==> config.mk <==
export PLATFORM = sky130hd
export DESIGN_NAME = iso_audio_packet_size_generator_unit
export DESIGN_NICKNAME = d
export VERILOG_FILES = /design/src/rtl/core/iapsg_pkg.sv /design/src/rtl/core/iapsg_serial_div.sv /design/src/rtl/core/iapsg_serial_mul.sv /design/src/rtl/core/iso_audio_packet_size_generator_unit.sv
export SDC_FILE = /design/constraint.sdc
export NUM_CORES = 1
export LEC_CHECK = 0
export BUFFER_PORTS_ARGS = -buffer_cell sky130_fd_sc_hd__buf_2
export CORE_UTILIZATION = 63
export CTS_CLUSTER_DIAMETER = 100
export DETAILED_ROUTE_END_ITERATION = 16
export GPL_TIMING_DRIVEN = 1
export PLACE_DENSITY = 0.87
export SETUP_SLACK_MARGIN = 0.1
export SYNTH_ARGS = -nofsm -noshare
export SYNTH_HDL_FRONTEND = slang
export SYNTH_HIERARCHICAL = 1
export SYNTH_SLANG_ARGS = --single-unit
==> constraint.sdc <==
create_clock -name clk -period 5.3 [get_ports clk]
set_input_delay 0.265 -clock clk [delete_from_list [all_inputs] [get_ports clk]]
set_output_delay 0.265 -clock clk [all_outputs]
set_load 0.02 [all_outputs]
==> src/rtl/core/iapsg_pkg.sv <==
// ============================================================================
// iapsg_pkg
// Shared widths, constants and handshake structs for the isochronous audio
// packet size generator and its serial arithmetic units.
// ============================================================================
package iapsg_pkg;

    // field widths
    localparam int RATE_W     = 20;
    localparam int IPS_W      = 13;
    localparam int FRAME_W    = 8;
    localparam int EP_W       = 12;
    localparam int BYTES_W    = 17;
    localparam int FRAMES_W   = 10;
    localparam int CFG_IDX_W  = 2;

    // serial divider sizes: dividend holds remainder plus rate
    localparam int DIVIDEND_W = RATE_W + 1;
    localparam int DIVISOR_W  = IPS_W;
    localparam int STEP_W     = $clog2(DIVIDEND_W + 1);

    // serial multiplier sizes: one multiplier bit per step
    localparam int MUL_STEP_W = $clog2(FRAME_W + 1);

    // result field limits
    localparam logic [BYTES_W-1:0]  BYTES_FIELD_MAX  = {BYTES_W{1'b1}};
    localparam logic [FRAMES_W-1:0] FRAMES_FIELD_MAX = {FRAMES_W{1'b1}};

    // register reset values
    localparam logic [RATE_W-1:0]  RATE_RESET  = RATE_W'(48000);
    localparam logic [IPS_W-1:0]   IPS_RESET   = IPS_W'(8000);
    localparam logic [FRAME_W-1:0] FRAME_RESET = FRAME_W'(8);
    localparam logic [EP_W-1:0]    EP_RESET    = '0;

    // configuration register indexes
    typedef enum logic [CFG_IDX_W-1:0] {
        CFG_SAMPLE_RATE          = 2'd0,
        CFG_INTERVALS_PER_SECOND = 2'd1,
        CFG_FRAME_BYTES          = 2'd2,
        CFG_ENDPOINT_MAX_PACKET  = 2'd3
    } cfg_index_t;

    // divider request and response
    typedef struct packed {
        logic                  start;
        logic [DIVIDEND_W-1:0] dividend;
        logic [DIVISOR_W-1:0]  divisor;
        logic [STEP_W-1:0]     steps;
    } div_req_t;

    typedef struct packed {
        logic                  busy;
        logic                  done;
        logic [DIVIDEND_W-1:0] quotient;
        logic [DIVISOR_W-1:0]  remainder;
    } div_rsp_t;

    // multiplier request and response
    typedef struct packed {
        logic                start;
        logic [FRAMES_W-1:0] mcand;
        logic [FRAME_W-1:0]  mplier;
    } mul_req_t;

    typedef struct packed {
        logic               busy;
        logic               done;
        logic [BYTES_W-1:0] product;
    } mul_rsp_t;

endpackage

==> src/rtl/core/iapsg_serial_div.sv <==
// ============================================================================
// iapsg_serial_div
// Restoring radix-2 divider, one quotient bit per cycle. The dividend comes
// left-aligned in its register and steps gives how many bits to retire.
// ============================================================================
module iapsg_serial_div (
    input  logic                clk,
    input  logic                rst_n,
    input  iapsg_pkg::div_req_t req,
    output iapsg_pkg::div_rsp_t rsp
);
    import iapsg_pkg::*;

    logic                  busy_reg;
    logic                  busy_next;
    logic                  done_reg;
    logic                  done_next;
    logic [STEP_W-1:0]     count_reg;
    logic [STEP_W-1:0]     count_next;
    logic [DIVIDEND_W-1:0] quo_reg;
    logic [DIVIDEND_W-1:0] quo_next;
    logic [DIVISOR_W-1:0]  rem_reg;
    logic [DIVISOR_W-1:0]  rem_next;
    logic [DIVISOR_W-1:0]  divisor_reg;
    logic [DIVISOR_W-1:0]  divisor_next;

    logic [DIVISOR_W:0]    trial;
    logic [DIVISOR_W:0]    diff;
    logic                  fits;

    // one restoring step
    assign trial = {rem_reg, quo_reg[DIVIDEND_W-1]};
    assign diff  = trial - {1'b0, divisor_reg};
    assign fits  = (trial >= {1'b0, divisor_reg});

    // sequencing
    always_comb
    begin
        busy_next    = busy_reg;
        done_next    = 1'b0;
        count_next   = count_reg;
        quo_next     = quo_reg;
        rem_next     = rem_reg;
        divisor_next = divisor_reg;
        if (req.start)
        begin
            busy_next    = 1'b1;
            count_next   = req.steps;
            quo_next     = req.dividend;
            rem_next     = '0;
            divisor_next = req.divisor;
        end
        else if (busy_reg)
        begin
            quo_next   = {quo_reg[DIVIDEND_W-2:0], fits};
            rem_next   = fits ? diff[DIVISOR_W-1:0] : trial[DIVISOR_W-1:0];
            count_next = count_reg - STEP_W'(1);
            if (count_reg == STEP_W'(1))
            begin
                busy_next = 1'b0;
                done_next = 1'b1;
            end
        end
    end

    // control state
    always_ff @(posedge clk or negedge rst_n)
    begin
        if (!rst_n)
        begin
            busy_reg  <= 1'b0;
            done_reg  <= 1'b0;
            count_reg <= '0;
        end
        else
        begin
            busy_reg  <= busy_next;
            done_reg  <= done_next;
            count_reg <= count_next;
        end
    end

    // datapath shift registers
    always_ff @(posedge clk)
    begin
        quo_reg     <= quo_next;
        rem_reg     <= rem_next;
        divisor_reg <= divisor_next;
    end

    assign rsp.busy      = busy_reg;
    assign rsp.done      = done_reg;
    assign rsp.quotient  = quo_reg;
    assign rsp.remainder = rem_reg;

endmodule

==> src/rtl/core/iapsg_serial_mul.sv <==
// ============================================================================
// iapsg_serial_mul
// Shift-and-add multiplier, one multiplier bit per cycle, product kept to
// the packet byte field width and held until the next start.
// ============================================================================
module iapsg_serial_mul (
    input  logic                clk,
    input  logic                rst_n,
    input  iapsg_pkg::mul_req_t req,
    output iapsg_pkg::mul_rsp_t rsp
);
    import iapsg_pkg::*;

    logic                  busy_reg;
    logic                  busy_next;
    logic                  done_reg;
    logic                  done_next;
    logic [MUL_STEP_W-1:0] count_reg;
    logic [MUL_STEP_W-1:0] count_next;
    logic [BYTES_W-1:0]    mcand_reg;
    logic [BYTES_W-1:0]    mcand_next;
    logic [FRAME_W-1:0]    mplier_reg;
    logic [FRAME_W-1:0]    mplier_next;
    logic [BYTES_W-1:0]    prod_reg;
    logic [BYTES_W-1:0]    prod_next;

    // sequencing and add step
    always_comb
    begin
        busy_next   = busy_reg;
        done_next   = 1'b0;
        count_next  = count_reg;
        mcand_next  = mcand_reg;
        mplier_next = mplier_reg;
        prod_next   = prod_reg;
        if (req.start)
        begin
            busy_next   = 1'b1;
            count_next  = MUL_STEP_W'(FRAME_W);
            mcand_next  = BYTES_W'(req.mcand);
            mplier_next = req.mplier;
            prod_next   = '0;
        end
        else if (busy_reg)
        begin
            if (mplier_reg[0])
                prod_next = prod_reg + mcand_reg;
            mcand_next  = {mcand_reg[BYTES_W-2:0], 1'b0};
            mplier_next = {1'b0, mplier_reg[FRAME_W-1:1]};
            count_next  = count_reg - MUL_STEP_W'(1);
            if (count_reg == MUL_STEP_W'(1))
            begin
                busy_next = 1'b0;
                done_next = 1'b1;
            end
        end
    end

    // control state
    always_ff @(posedge clk or negedge rst_n)
    begin
        if (!rst_n)
        begin
            busy_reg  <= 1'b0;
            done_reg  <= 1'b0;
            count_reg <= '0;
        end
        else
        begin
            busy_reg  <= busy_next;
            done_reg  <= done_next;
            count_reg <= count_next;
        end
    end

    // datapath shift registers
    always_ff @(posedge clk)
    begin
        mcand_reg  <= mcand_next;
        mplier_reg <= mplier_next;
        prod_reg   <= prod_next;
    end

    assign rsp.busy    = busy_reg;
    assign rsp.done    = done_reg;
    assign rsp.product = prod_reg;

endmodule

==> src/rtl/core/iso_audio_packet_size_generator_unit.sv <==
// ============================================================================
// iso_audio_packet_size_generator_unit
// Per-interval isochronous audio packet size generator with fractional
// sample-rate remainder and whole-frame packet limits.
// ============================================================================
// Usage:
//   Send one transfer on the input channel (in_valid/in_stall, field restart)
//   per service interval. Each one yields exactly one transfer on the output
//   channel (out_valid/out_stall) with packet_bytes, packet_frames and
//   was_clamped. restart clears the rate remainder before the interval.
//   Registers are written through cfg_valid/cfg_ready/cfg_index/cfg_data,
//   cfg_ready is always high; write only while no interval is in flight.
//   The work runs through one bit-serial divider three or four times
//   (remainder division, nominal ceiling, endpoint frames when an endpoint
//   limit is set, field cap, up to 21 steps each) and then an 8-step serial
//   multiplier. A new interval is accepted only once the last one has left
//   its result in the output register.
//   The result sits in an output register: a stalled receiver holds it there
//   while the next interval is already accepted and computed; that one then
//   waits until the held result is taken.
//   Reset: registers return to 48000 Hz, 8000 intervals/s, 8-byte frames,
//   no endpoint limit; the remainder clears and both channels go idle.
// ============================================================================
module iso_audio_packet_size_generator_unit (
    input  logic                            clk,
    input  logic                            rst_n,
    // interval input
    input  logic                            in_valid,
    output logic                            in_stall,
    input  logic                            restart,
    // packet size output
    output logic                            out_valid,
    input  logic                            out_stall,
    output logic [iapsg_pkg::BYTES_W-1:0]   packet_bytes,
    output logic [iapsg_pkg::FRAMES_W-1:0]  packet_frames,
    output logic                            was_clamped,
    // register writes
    input  logic                            cfg_valid,
    output logic                            cfg_ready,
    input  logic [iapsg_pkg::CFG_IDX_W-1:0] cfg_index,
    input  logic [iapsg_pkg::RATE_W-1:0]    cfg_data
);
    import iapsg_pkg::*;

    typedef enum logic [2:0] {
        ST_IDLE,
        ST_DIV_ACC,
        ST_DIV_NOM,
        ST_DIV_EP,
        ST_DIV_CAP,
        ST_MUL,
        ST_WRITE
    } state_t;

    state_t                state_reg;
    state_t                state_next;
    logic                  issued_reg;
    logic                  issued_next;

    logic [RATE_W-1:0]     rate_reg;
    logic [RATE_W-1:0]     rate_next;
    logic [IPS_W-1:0]      ips_reg;
    logic [IPS_W-1:0]      ips_next;
    logic [FRAME_W-1:0]    frame_reg;
    logic [FRAME_W-1:0]    frame_next;
    logic [EP_W-1:0]       ep_reg;
    logic [EP_W-1:0]       ep_next;

    logic [IPS_W-1:0]      rem_reg;
    logic [IPS_W-1:0]      rem_next;
    logic [IPS_W-1:0]      new_rem_reg;
    logic [IPS_W-1:0]      new_rem_next;
    logic [DIVIDEND_W-1:0] frames_raw_reg;
    logic [DIVIDEND_W-1:0] frames_raw_next;
    logic [DIVIDEND_W-1:0] limit_reg;
    logic [DIVIDEND_W-1:0] limit_next;
    logic [FRAMES_W-1:0]   frames_reg;
    logic [FRAMES_W-1:0]   frames_next;
    logic                  clamped_reg;
    logic                  clamped_next;

    logic                  out_valid_reg;
    logic                  out_valid_next;
    logic [BYTES_W-1:0]    bytes_out_reg;
    logic [BYTES_W-1:0]    bytes_out_next;
    logic [FRAMES_W-1:0]   frames_out_reg;
    logic [FRAMES_W-1:0]   frames_out_next;
    logic                  clamped_out_reg;
    logic                  clamped_out_next;

    logic [RATE_W-1:0]     rate_eff;
    logic [IPS_W-1:0]      ips_eff;
    logic [FRAME_W-1:0]    frame_eff;
    logic [DIVIDEND_W-1:0] ep_frames;
    logic [FRAMES_W-1:0]   cap_frames;
    logic [FRAMES_W-1:0]   final_limit;

    div_req_t              div_req;
    div_rsp_t              div_rsp;
    mul_req_t              mul_req;
    mul_rsp_t              mul_rsp;

    // zero registers act as one
    assign rate_eff  = (rate_reg == '0)  ? RATE_W'(1)  : rate_reg;
    assign ips_eff   = (ips_reg == '0)   ? IPS_W'(1)   : ips_reg;
    assign frame_eff = (frame_reg == '0) ? FRAME_W'(1) : frame_reg;

    // endpoint frames at least one, field cap at most the frame field maximum
    assign ep_frames  = (div_rsp.quotient == '0) ? DIVIDEND_W'(1) : div_rsp.quotient;
    assign cap_frames = (div_rsp.quotient > DIVIDEND_W'(FRAMES_FIELD_MAX))
                        ? FRAMES_FIELD_MAX : div_rsp.quotient[FRAMES_W-1:0];
    assign final_limit = (limit_reg < DIVIDEND_W'(cap_frames))
                         ? limit_reg[FRAMES_W-1:0] : cap_frames;

    iapsg_serial_div u_div (
        .clk   (clk),
        .rst_n (rst_n),
        .req   (div_req),
        .rsp   (div_rsp)
    );

    iapsg_serial_mul u_mul (
        .clk   (clk),
        .rst_n (rst_n),
        .req   (mul_req),
        .rsp   (mul_rsp)
    );

    // operands for each division
    always_comb
    begin
        div_req.start    = 1'b0;
        div_req.dividend = '0;
        div_req.divisor  = ips_eff;
        div_req.steps    = STEP_W'(DIVIDEND_W);
        unique case (state_reg)
            ST_DIV_ACC:
            begin
                div_req.dividend = DIVIDEND_W'(rem_reg) + DIVIDEND_W'(rate_eff);
            end
            ST_DIV_NOM:
            begin
                div_req.dividend = {rate_eff, {(DIVIDEND_W-RATE_W){1'b0}}};
                div_req.steps    = STEP_W'(RATE_W);
            end
            ST_DIV_EP:
            begin
                div_req.dividend = {ep_reg, {(DIVIDEND_W-EP_W){1'b0}}};
                div_req.divisor  = DIVISOR_W'(frame_eff);
                div_req.steps    = STEP_W'(EP_W);
            end
            ST_DIV_CAP:
            begin
                div_req.dividend = {BYTES_FIELD_MAX, {(DIVIDEND_W-BYTES_W){1'b0}}};
                div_req.divisor  = DIVISOR_W'(frame_eff);
                div_req.steps    = STEP_W'(BYTES_W);
            end
            default:
            begin
                div_req.dividend = '0;
            end
        endcase
        if ((state_reg == ST_DIV_ACC || state_reg == ST_DIV_NOM
             || state_reg == ST_DIV_CAP
             || (state_reg == ST_DIV_EP && ep_reg != '0)) && !issued_reg)
            div_req.start = 1'b1;
    end

    // multiplier operands
    always_comb
    begin
        mul_req.start  = (state_reg == ST_MUL) && !issued_reg;
        mul_req.mcand  = frames_reg;
        mul_req.mplier = frame_eff;
    end

    // sequencer, registers and output register
    always_comb
    begin
        state_next       = state_reg;
        issued_next      = issued_reg;
        rate_next        = rate_reg;
        ips_next         = ips_reg;
        frame_next       = frame_reg;
        ep_next          = ep_reg;
        rem_next         = rem_reg;
        new_rem_next     = new_rem_reg;
        frames_raw_next  = frames_raw_reg;
        limit_next       = limit_reg;
        frames_next      = frames_reg;
        clamped_next     = clamped_reg;
        out_valid_next   = out_valid_reg;
        bytes_out_next   = bytes_out_reg;
        frames_out_next  = frames_out_reg;
        clamped_out_next = clamped_out_reg;

        // register write transfer
        if (cfg_valid)
        begin
            unique case (cfg_index_t'(cfg_index))
                CFG_SAMPLE_RATE:          rate_next  = cfg_data;
                CFG_INTERVALS_PER_SECOND: ips_next   = cfg_data[IPS_W-1:0];
                CFG_FRAME_BYTES:          frame_next = cfg_data[FRAME_W-1:0];
                CFG_ENDPOINT_MAX_PACKET:  ep_next    = cfg_data[EP_W-1:0];
            endcase
        end

        // result taken by the receiver
        if (out_valid_reg && !out_stall)
            out_valid_next = 1'b0;

        unique case (state_reg)
            ST_IDLE:
            begin
                if (in_valid)
                begin
                    if (restart)
                        rem_next = '0;
                    issued_next = 1'b0;
                    state_next  = ST_DIV_ACC;
                end
            end
            ST_DIV_ACC:
            begin
                if (!issued_reg)
                    issued_next = 1'b1;
                else if (div_rsp.done)
                begin
                    frames_raw_next = (div_rsp.quotient == '0)
                                      ? DIVIDEND_W'(1) : div_rsp.quotient;
                    new_rem_next    = div_rsp.remainder;
                    issued_next     = 1'b0;
                    state_next      = ST_DIV_NOM;
                end
            end
            ST_DIV_NOM:
            begin
                if (!issued_reg)
                    issued_next = 1'b1;
                else if (div_rsp.done)
                begin
                    // ceiling of rate over ips, plus one frame
                    limit_next  = div_rsp.quotient
                                  + DIVIDEND_W'(div_rsp.remainder != '0)
                                  + DIVIDEND_W'(1);
                    issued_next = 1'b0;
                    state_next  = ST_DIV_EP;
                end
            end
            ST_DIV_EP:
            begin
                if (ep_reg == '0)
                    state_next = ST_DIV_CAP;
                else if (!issued_reg)
                    issued_next = 1'b1;
                else if (div_rsp.done)
                begin
                    if (ep_frames < limit_reg)
                        limit_next = ep_frames;
                    issued_next = 1'b0;
                    state_next  = ST_DIV_CAP;
                end
            end
            ST_DIV_CAP:
            begin
                if (!issued_reg)
                    issued_next = 1'b1;
                else if (div_rsp.done)
                begin
                    // clamp clears the remainder
                    if (frames_raw_reg > DIVIDEND_W'(final_limit))
                    begin
                        frames_next  = final_limit;
                        clamped_next = 1'b1;
                        rem_next     = '0;
                    end
                    else
                    begin
                        frames_next  = frames_raw_reg[FRAMES_W-1:0];
                        clamped_next = 1'b0;
                        rem_next     = new_rem_reg;
                    end
                    issued_next = 1'b0;
                    state_next  = ST_MUL;
                end
            end
            ST_MUL:
            begin
                if (!issued_reg)
                    issued_next = 1'b1;
                else if (mul_rsp.done)
                begin
                    issued_next = 1'b0;
                    state_next  = ST_WRITE;
                end
            end
            ST_WRITE:
            begin
                if (!out_valid_reg || !out_stall)
                begin
                    out_valid_next   = 1'b1;
                    bytes_out_next   = mul_rsp.product;
                    frames_out_next  = frames_reg;
                    clamped_out_next = clamped_reg;
                    state_next       = ST_IDLE;
                end
            end
            default:
            begin
                state_next = ST_IDLE;
            end
        endcase
    end

    always_ff @(posedge clk or negedge rst_n)
    begin
        if (!rst_n)
        begin
            state_reg       <= ST_IDLE;
            issued_reg      <= 1'b0;
            rate_reg        <= RATE_RESET;
            ips_reg         <= IPS_RESET;
            frame_reg       <= FRAME_RESET;
            ep_reg          <= EP_RESET;
            rem_reg         <= '0;
            new_rem_reg     <= '0;
            frames_raw_reg  <= '0;
            limit_reg       <= '0;
            frames_reg      <= '0;
            clamped_reg     <= 1'b0;
            out_valid_reg   <= 1'b0;
            bytes_out_reg   <= '0;
            frames_out_reg  <= '0;
            clamped_out_reg <= 1'b0;
        end
        else
        begin
            state_reg       <= state_next;
            issued_reg      <= issued_next;
            rate_reg        <= rate_next;
            ips_reg         <= ips_next;
            frame_reg       <= frame_next;
            ep_reg          <= ep_next;
            rem_reg         <= rem_next;
            new_rem_reg     <= new_rem_next;
            frames_raw_reg  <= frames_raw_next;
            limit_reg       <= limit_next;
            frames_reg      <= frames_next;
            clamped_reg     <= clamped_next;
            out_valid_reg   <= out_valid_next;
            bytes_out_reg   <= bytes_out_next;
            frames_out_reg  <= frames_out_next;
            clamped_out_reg <= clamped_out_next;
        end
    end

    assign in_stall      = (state_reg != ST_IDLE);
    assign cfg_ready     = 1'b1;
    assign out_valid     = out_valid_reg;
    assign packet_bytes  = bytes_out_reg;
    assign packet_frames = frames_out_reg;
    assign was_clamped   = clamped_out_reg;

    // divider is only started when free
    a_div_start_free: assert property (@(posedge clk) disable iff (!rst_n)
        div_req.start |-> !div_rsp.busy)
        else $error("divider started while busy");

    // multiplier is only started when free
    a_mul_start_free: assert property (@(posedge clk) disable iff (!rst_n)
        mul_req.start |-> !mul_rsp.busy)
        else $error("multiplier started while busy");

    // arithmetic units are quiet while waiting for an interval
    a_idle_quiet: assert property (@(posedge clk) disable iff (!rst_n)
        (state_reg == ST_IDLE) |-> (!div_rsp.busy && !mul_rsp.busy))
        else $error("arithmetic unit busy in idle");

    // every packet carries at least one frame
    a_nonzero_packet: assert property (@(posedge clk) disable iff (!rst_n)
        out_valid |-> (packet_frames != '0 && packet_bytes != '0))
        else $error("empty packet produced");

    // a clamped packet leaves a cleared remainder
    a_clamp_clears: assert property (@(posedge clk) disable iff (!rst_n)
        (state_reg == ST_MUL && clamped_reg) |-> (rem_reg == '0))
        else $error("remainder kept after clamp");

endmodule

==> out/qor.csv, run 1 <==
metric,value,unit
status,"complete, no violations",
pwr dens,648,nW/um2
hold path startpoint,cfg_data[1],
worst reg2reg path startpoint,u_div/quo_reg[12],
Worst slew margin,23.6,%
Placeable Area,23500,um2
CP Launch Type,register,
via count,11500,
share of layout cells above drive strength 1,23.3,%
Sequential Power Share,35.0,%
pre-CTS WS,0.408,ns
initial antenna violation count,0,
vias per cell,6.48,
drc violations,0,
Die ar.,24800,um2
ant diodes,0,
die height,157,um
worst-path maximum fanout,13,
Initial Util,64.6,%
Syn. warnings,6,
Area Growth Syn to Fin,9.41,%
CTS sink cnt,267,
Mapped Area,15200,um2
Internal,6.33,mW
r2r worst-path depth,15,
post-route ant nets,0,
DP HPWL,26.1,mm
endpoint type of the worst setup path,register,
switching pwr,4.45,mW
DR iter-0 viols,1053,
HP Class,in -> reg,
syn nets,1538,
Std-Cell Rows,56,
Net Sw Frac,41.3,%
worst-case clock buffer depth,3,
Worst R2R End,frames_reg[1],
routed length per instance,21.0,um
global-route wire length before repair,59.1,mm
Mean Syn Cell Area,10.7,um2
"CTS clk-pin slew, worst paths",0.06,ns
PortBufs,57,
combinational power share,47.6,%
"Clk Latency, worst-skew pair",0.55,ns
Leak,7.35,nW
Final Skew,0.00944,ns
vias in the first global route,11100,
total chip power,10.8,mW
die width,157,um
minimum clock period,4.85,ns
max_cap viols,0,
Pre-Repair DR Iteration Count,5,
setup ws final,0.448,ns
"non-filler cells, final",1777,
Max IR drop VDD,492,uV
gpl congestion,0.963,
H-tree depth,1,
Fin. Hold Viols,0,
r2r setup slk,0.45,ns
hold depth,2,
setup_tns,0,ns
largest net degree at the start of global routing,73,
CTS resizes,0,
final worst path period share,91.6,%
gr ovfl total,0,
Mapped Cells,1421,
final net count,1554,
CP arrival,5.29,ns
clock group share of total power,17.5,%
sink of the worst hold path,ips_reg[1],
Root Driver,clkbuf_16,
Setup Crit Path Kind,reg -> reg,
DP Cell Count,1710,
CTS tree,built,
Final Max Slew Viols,0,
routed wire length,37.2,mm
total CTS buffers,27,
Required @ worst endpoint,5.74,ns
fmax,206,MHz
RSZ-0062 raised after global routing,no,
final count of negative-setup-slack endpoints,0,
Total Routing Usage GR,30.6,%
Slew @ Worst Pin,1.15,ns
# IOs,59,
==> worst max-delay path by stage <==
stage                         end              start  cells past startpoint
detailed placement  frames_reg[9]  u_div/quo_reg[12]                     17
CTS                 frames_reg[9]  u_div/quo_reg[12]                     17
global placement      rem_reg[12]  u_div/quo_reg[12]                     18
floorplan           frames_reg[0]  u_div/quo_reg[12]                     18
global route           rem_reg[9]  u_div/quo_reg[12]                     18
finish              frames_reg[1]  u_div/quo_reg[12]                     15
==> metal layers <==
layer  global-route usage [%]  vias up  share of wire (%)
met5                        0        -                  0
met1                     40.0     5662                 42
met2                     50.5      487                 48
met4                     13.9        0                4.5
met3                     4.41      110                5.7
li1                         -     5256                  -
==> critical path, stage by stage (launching register included) <==
cell,delay (ns)
edfxtp_1,0.52
nor4_2,0.34
nand3_2,0.35
nor2_1,0.33
ha_1,0.24
and4_1,0.27
o211ai_1,0.17
o31ai_4,0.33
buf_4,0.19
mux2_2,0.35
ha_1,0.32
a2111oi_0,0.43
a211oi_1,0.16
buf_4,0.18
and2_1,0.25
a211oi_1,0.31
==> per-stage QoR <==
| step | util [%] | instance area (um2) | hold WS, ns |
|---|---|---|---|
| 2_1_floorplan | - | 15200 | -0.0306 |
| 3_3_place_gp | 66.3 | 15600 | 0.279 |
| 6_report | 70.7 | 16600 | 0.0235 |
| 4_1_cts | 70.6 | 16600 | 0.00690 |
| 3_5_place_dp | 66.3 | 15600 | 0.290 |
| 5_1_grt | 70.7 | 16600 | 0.0219 |
==> layout by cell type, fill, tap and decap left out, types with 11 or more instances in the layout <==
master         count
nor4_1            23
a21oi_1           58
dfxtp_1           37
buf_4             18
a22o_1            15
o21ai_1           11
ha_1              86
clkbuf_16         29
a21o_1            20
nor3_1            29
nor2_1            80
edfxtp_1          52
xnor2_1           32
inv_1             58
a211oi_1          22
nand3_1           38
buf_2             56
mux2_2           167
dfstp_2           14
nand4_1           16
dfrtp_1          164
o21ai_0           38
a311oi_1          12
xor2_1            26
dlygate4sd3_1     14
and3_1            23
mux2i_1           40
nand2_1           84
==> power groups by stage <==
| stage | clock, mW | sequential [mW] | combinational, mW |
|---|---|---|---|
| 6_report | 1.88 | 3.77 | 5.13 |
| 5_1_grt | 1.97 | 3.86 | 5.61 |
| 4_1_cts | 1.89 | 3.75 | 4.97 |
| 3_5_place_dp | 0 | 3.78 | 4.91 |
| 3_3_place_gp | 0 | 3.74 | 4.71 |
| 2_1_floorplan | 0 | 3.50 | 3.91 |
==> final cells by class <==
cell class                      count  area, um2
Clock buffer                       38        779
Clock inverter                     12       95.1
Fill cell                        1615       6900
Inverter                           58        218
Multi-Input combinational cell    994       7810
Sequential cell                   267       6770
Tap cell                          319        399
Timing Repair Buffer               89        567
==> what timing repair did <==
item / in CTS / in global routing
setup endpoints to repair: 0 / 22
endpoints found under the hold margin: 78 / 0
buffers inserted: 0 / 3
hold buffers: 14 / 0
No activity file was read; power rests on OpenSTA's default activity.
==> run 2: changes to the inputs <==
- CORE_ASPECT_RATIO: not set -> 0.8
==> run 2 against run 1 <==
Compared with the run above:
- first-iteration DRC count grew 15%
- utilization rose by 0.68 points
- total power is 2.7% higher
- clock-buffer cell count fell by 4
- global-route usage increased by 1.5 points
- maximum frequency decreased by 3.0%
- worst hold slack got worse by 0.017 ns
- cell count is 0.11% lower
- critical path depth up 2
- clock skew rose by 0.011 ns
- combinational power grew 1%
- cell area is 0.87% higher
==> out/qor.csv, run 2 (same netlist as run 1, synthesis figures left out) <==
metric,value,unit
final worst path period share,94.4,%
Pre-Repair DR Iteration Count,6,
Worst R2R End,frames_reg[5],
Std-Cell Rows,50,
CP arrival,5.42,ns
Max IR drop VDD,398,uV
RSZ-0062 raised after global routing,no,
setup_tns,0,ns
final count of negative-setup-slack endpoints,0,
worst path bufs/invs,1,
CTS sink cnt,267,
hold path startpoint,cfg_data[1],
CTS resizes,0,
worst-path maximum fanout,13,
total chip power,11.1,mW
Leak,7.41,nW
gr ovfl total,0,
routed length per instance,21.9,um
share of layout cells above drive strength 1,23.4,%
Final Max Slew Viols,0,
H-tree depth,1,
post-CTS setup buffer count,0,
endpoint type of the worst setup path,register,
"Clk Latency, worst-skew pair",0.56,ns
minimum clock period,5.00,ns
Fin. Hold Viols,0,
# IOs,59,
CP top delay family,simple AND/OR/NAND/NOR gates,
Setup Crit Path Kind,reg -> reg,
routed wire length,38.8,mm
via count,11700,
global-route wire length before repair,62.6,mm
Fill cells,1648,
worst reg2reg path startpoint,u_div/quo_reg[17],
fmax,200,MHz
vias per cell,6.59,
r2r setup slk,0.30,ns
final net count,1559,
ant diodes,0,
largest net degree at the start of global routing,69,
DR iter-0 viols,1213,
most frequent cells in the layout,"mux2_2, dfrtp_1, ha_1",
hold depth,2,
gpl congestion,0.986,
drc violations,0,
r2r worst-path depth,17,
"CTS clk-pin slew, worst paths",0.07,ns
WP depth,17,
PortBufs,57,
max_cap viols,0,
vias in the first global route,11300,
HP Class,in -> reg,
Initial Util,64.7,%
"commonest non-fill, non-tap cell in the layout",mux2_2,
Root Driver,clkbuf_16,
Final Skew,0.0201,ns
DP HPWL,27.0,mm
die height,141,um
post-route ant nets,0,
CP Launch Type,register,
Placeable Area,23500,um2
initial antenna violation count,1,
status,"complete, no violations",
CTS tree,built,
Total Routing Usage GR,32.1,%
CP cell instances,nor4_2 > nand3_2 > nor2_1 > ha_1 > and4_1 > o211ai_1 > o31ai_4 > mux2_2 > ha_1 > nor2b_1 > o2111ai_1 > nand3_1 > o2111ai_1 > a211oi_1 > buf_4 > and2_1 > a211oi_1,
Required @ worst endpoint,5.71,ns
Area Growth Syn to Fin,10.4,%
die width,176,um
CP max-delay cell,edfxtp_1,
sink of the worst hold path,ep_reg[1],
Hold WS,0.00660,ns
Crit path largest cell delay,0.52,ns
Slew @ Worst Pin,1.10,ns
pwr dens,660,nW/um2
worst-case clock buffer depth,3,
Die ar.,24800,um2
final core utilization,71.4,%
Worst slew margin,26.9,%
total CTS buffers,27,
run 2: what timing repair did:
action	in CTS	in global routing
endpoints found under the hold margin	93	0
hold buffers	17	0
endpoints found under the setup margin	0	8
run 2: report_power, final:
part	internal, mW	total, mW	switching [mW]	leakage (nW)
sequential	2.94	3.81	0.862	3.13
combinational	2.29	5.19	2.90	3.81
clock	1.24	2.08	0.839	0.472
run 2: final cells by class:
cell class / count / area [um2] / area share (%)
clock buffer: 34 / 743 / 4.43
clock inverter: 16 / 228 / 1.36
inverter: 58 / 218 / 1.30
multi-input combinational: 994 / 7810 / 46.5
sequential: 267 / 6770 / 40.4
tap: 312 / 390 / 2.33
timing repair buffer: 94 / 624 / 3.72
run 2: per-stage QoR:
step | worst slack, ns | area, um2 | cells
2_1_floorplan | 0.939 | 15200 | 1421
3_3_place_gp | 0.496 | 15600 | 1708
3_5_place_dp | 0.348 | 15600 | 1708
4_1_cts | 0.323 | 16800 | 1775
5_1_grt | 0.106 | 16800 | 1775
6_report | 0.299 | 16800 | 1775
run 2: how the worst max path moves through the flow:
stage                      start             to  slack (ns)
4_1_cts        u_div/quo_reg[17]  frames_reg[8]        0.32
6_report       u_div/quo_reg[17]  frames_reg[5]        0.30
5_1_grt        u_div/quo_reg[17]  frames_reg[2]        0.11
3_3_place_gp   u_div/quo_reg[17]  frames_reg[4]        0.50
2_1_floorplan  u_div/quo_reg[12]  frames_reg[0]        0.94
3_5_place_dp   u_div/quo_reg[12]  frames_reg[2]        0.35
run 2: worst reg2reg max path, delay by kind of cell, from the launching register on:
family          cells  cell delay [ns]
compound gates      6             1.30
fa+ha+maj           2             0.52
buf+inv             1             0.21
flops               1             0.52
mux                 1             0.42
simple gates        7             1.89
run 2: per-layer routing:
layer / up-vias / routed length [um] / track usage [%]
met2: 603 / 17500 / 49.2
met1: 5739 / 16800 / 47.4
li1: 5268 / - / -
met5: - / 0 / 0
met3: 85 / 3540 / 5.74
met4: 0 / 931 / 7.55
==> run 3: changes to the inputs <==
- BUFFER_PORTS_ARGS: -buffer_cell sky130_fd_sc_hd__buf_2 -> not set
- CORE_UTILIZATION: 63 -> 65
- DONT_BUFFER_PORTS: not set -> 1
- RECOVER_POWER: not set -> 50
==> run 3 against run 2 <==
Compared with the run above:
- the run now ends with max-capacitance violations, max-slew violations left
- sequential share of layout area up 0.80 points
- clock power shrank 5%
- register-to-register slack better by 0.07 ns
- sequential cell count did not move
- clock-buffer cell count up 3
- clock skew fell by 0.0022 ns
- critical endpoint unchanged
- largest cell class unchanged
==> out/qor.csv, run 3 (same netlist as run 1, synthesis figures left out) <==
metric,value,unit
termination of the worst setup path,frames_reg[5],
Initial Util,67.0,%
worst-case clock buffer depth,3,
CTS tree,built,
Placeable Area,22700,um2
pre-CTS WS,0.317,ns
Internal,6.30,mW
HP Class,in -> reg,
Die ar.,24000,um2
initial antenna violation count,1,
worst-path maximum fanout,13,
final net count,1504,
M2 GR Usage,50.3,%
post-route ant nets,0,
Crit. Startpoint,u_div/quo_reg[12],
DR iter-0 viols,1154,
via count,11300,
RSZ-0062 raised after global routing,no,
DP HPWL,26.8,mm
Pre-Repair DR Iteration Count,5,
clock group share of total power,18.1,%
Total Routing Usage GR,32.3,%
max_cap viols,2,
most frequent cells in the layout,"mux2_2, dfrtp_1, ha_1",
Final Skew,0.0179,ns
Root Driver,clkbuf_16,
M3 GR Usage,6.83,%
endpoint type of the worst setup path,register,
Area Growth Syn to Fin,8.23,%
share of layout cells above drive strength 1,19.5,%
largest net degree at the start of global routing,179,
vias per cell,6.61,
setup ws final,0.372,ns
gr ovfl total,0,
Final Max Slew Viols,233,
combinational power share,45.8,%
global-route wire length before repair,61.7,mm
r2r setup slk,0.37,ns
CP arrival,5.34,ns
r2r worst-path depth,18,
routed length per instance,22.4,um
die width,173,um
CP Launch Type,register,
Std-Cell Rows,49,
Sequential Power Share,36.1,%
Slew @ Worst Pin,4.35,ns
"CTS clk-pin slew, worst paths",0.06,ns
PortBufs,0,
fmax,203,MHz
Required @ worst endpoint,5.71,ns
minimum clock period,4.93,ns
gpl congestion,0.960,
grt met1 use,45.6,%
routed wire length,38.3,mm
CTS sink cnt,267,
Worst slew margin,-190,%
Hold WS,0.0676,ns
Setup Crit Path Kind,reg -> reg,
switching pwr,4.56,mW
Worst R2R End,frames_reg[5],
Net Sw Frac,42.0,%
Max IR drop VDD,432,uV
pwr dens,660,nW/um2
"commonest non-fill, non-tap cell in the layout",mux2_2,
failing checks,"max-capacitance violations, max-slew violations",
setup_tns,0,ns
vias in the first global route,11300,
"Clk Latency, worst-skew pair",0.56,ns
worst reg2reg path startpoint,u_div/quo_reg[12],
# IOs,59,
die height,139,um
H-tree depth,1,
CTS resizes,0,
drc violations,0,
status,"finished, violations left",
Fin. Hold Viols,0,
final count of negative-setup-slack endpoints,0,
hold depth,3,
final worst path period share,93.0,%
Leak,7.14,nW
total CTS buffers,27,
Top Usage Layer GRT,met2,
## run 3: how the worst min path moves through the flow
stage          slack (ns)  startpoint            end
2_1_floorplan       -0.03       rst_n    clamped_reg
3_3_place_gp        -0.02       rst_n  limit_reg[14]
3_5_place_dp        -0.02       rst_n  limit_reg[14]
4_1_cts              0.05    in_valid     issued_reg
5_1_grt              0.09    in_valid     issued_reg
6_report             0.07    in_valid     issued_reg
## run 3: timing repair
action,in CTS,in global routing
buffers inserted,0,3
hold buffers,23,0
endpoints found under the hold margin,232,0
setup endpoints to repair,0,7
## run 3: cell type report
class | instances | area, um2
well taps | 306 | 383
clock buffers | 37 | 807
diodes | 1 | 2.50
multi-input cells | 994 | 7800
fillers | 1539 | 6220
inverters | 58 | 218
repair buffers | 39 | 354
clock inverters | 13 | 119
flip-flops and latches | 267 | 6770
## run 3: metal layers
metal / routed length (um) / vias up
met1: 16700 / 5587
met4: 1020 / 0
li1: - / 5172
met3: 3200 / 81
met5: 0 / -
met2: 17500 / 502
## run 3: critical path, stage by stage (launching register included)
cell and delay, ns:
edfxtp_1 0.53, nor4_2 0.38, nand3_2 0.34, nor2_1 0.27, ha_1 0.24, and4_1 0.29
o211ai_1 0.16, o31ai_4 0.31, buf_4 0.20, mux2_2 0.36, ha_1 0.29, nor2b_1 0.13
o2111ai_1 0.11, nand3_1 0.11, o2111ai_1 0.11, a211oi_1 0.21, buf_4 0.24, and2_1 0.37
a211oi_1 0.14
## run 3: per-stage QoR
stage          instances  power (mW)  instance area, um2  util (%)
4_1_cts             1711        10.7               16500      72.6
3_5_place_dp        1638        8.65               15300      67.4
6_report            1715        10.9               16500      72.6
5_1_grt             1715        11.5               16500      72.6
3_3_place_gp        1638        8.44               15300      67.4
2_1_floorplan       1421        7.41               15200         -
## run 3: power by group through the flow
stage	combinational, mW	sequential (mW)	clock, mW
after floorplan	3.91	3.50	0
after global placement	4.55	3.88	0
after detailed placement	4.73	3.93	0
after CTS	4.82	3.90	1.98
after global routing	5.44	4.02	2.06
final	4.97	3.93	1.97
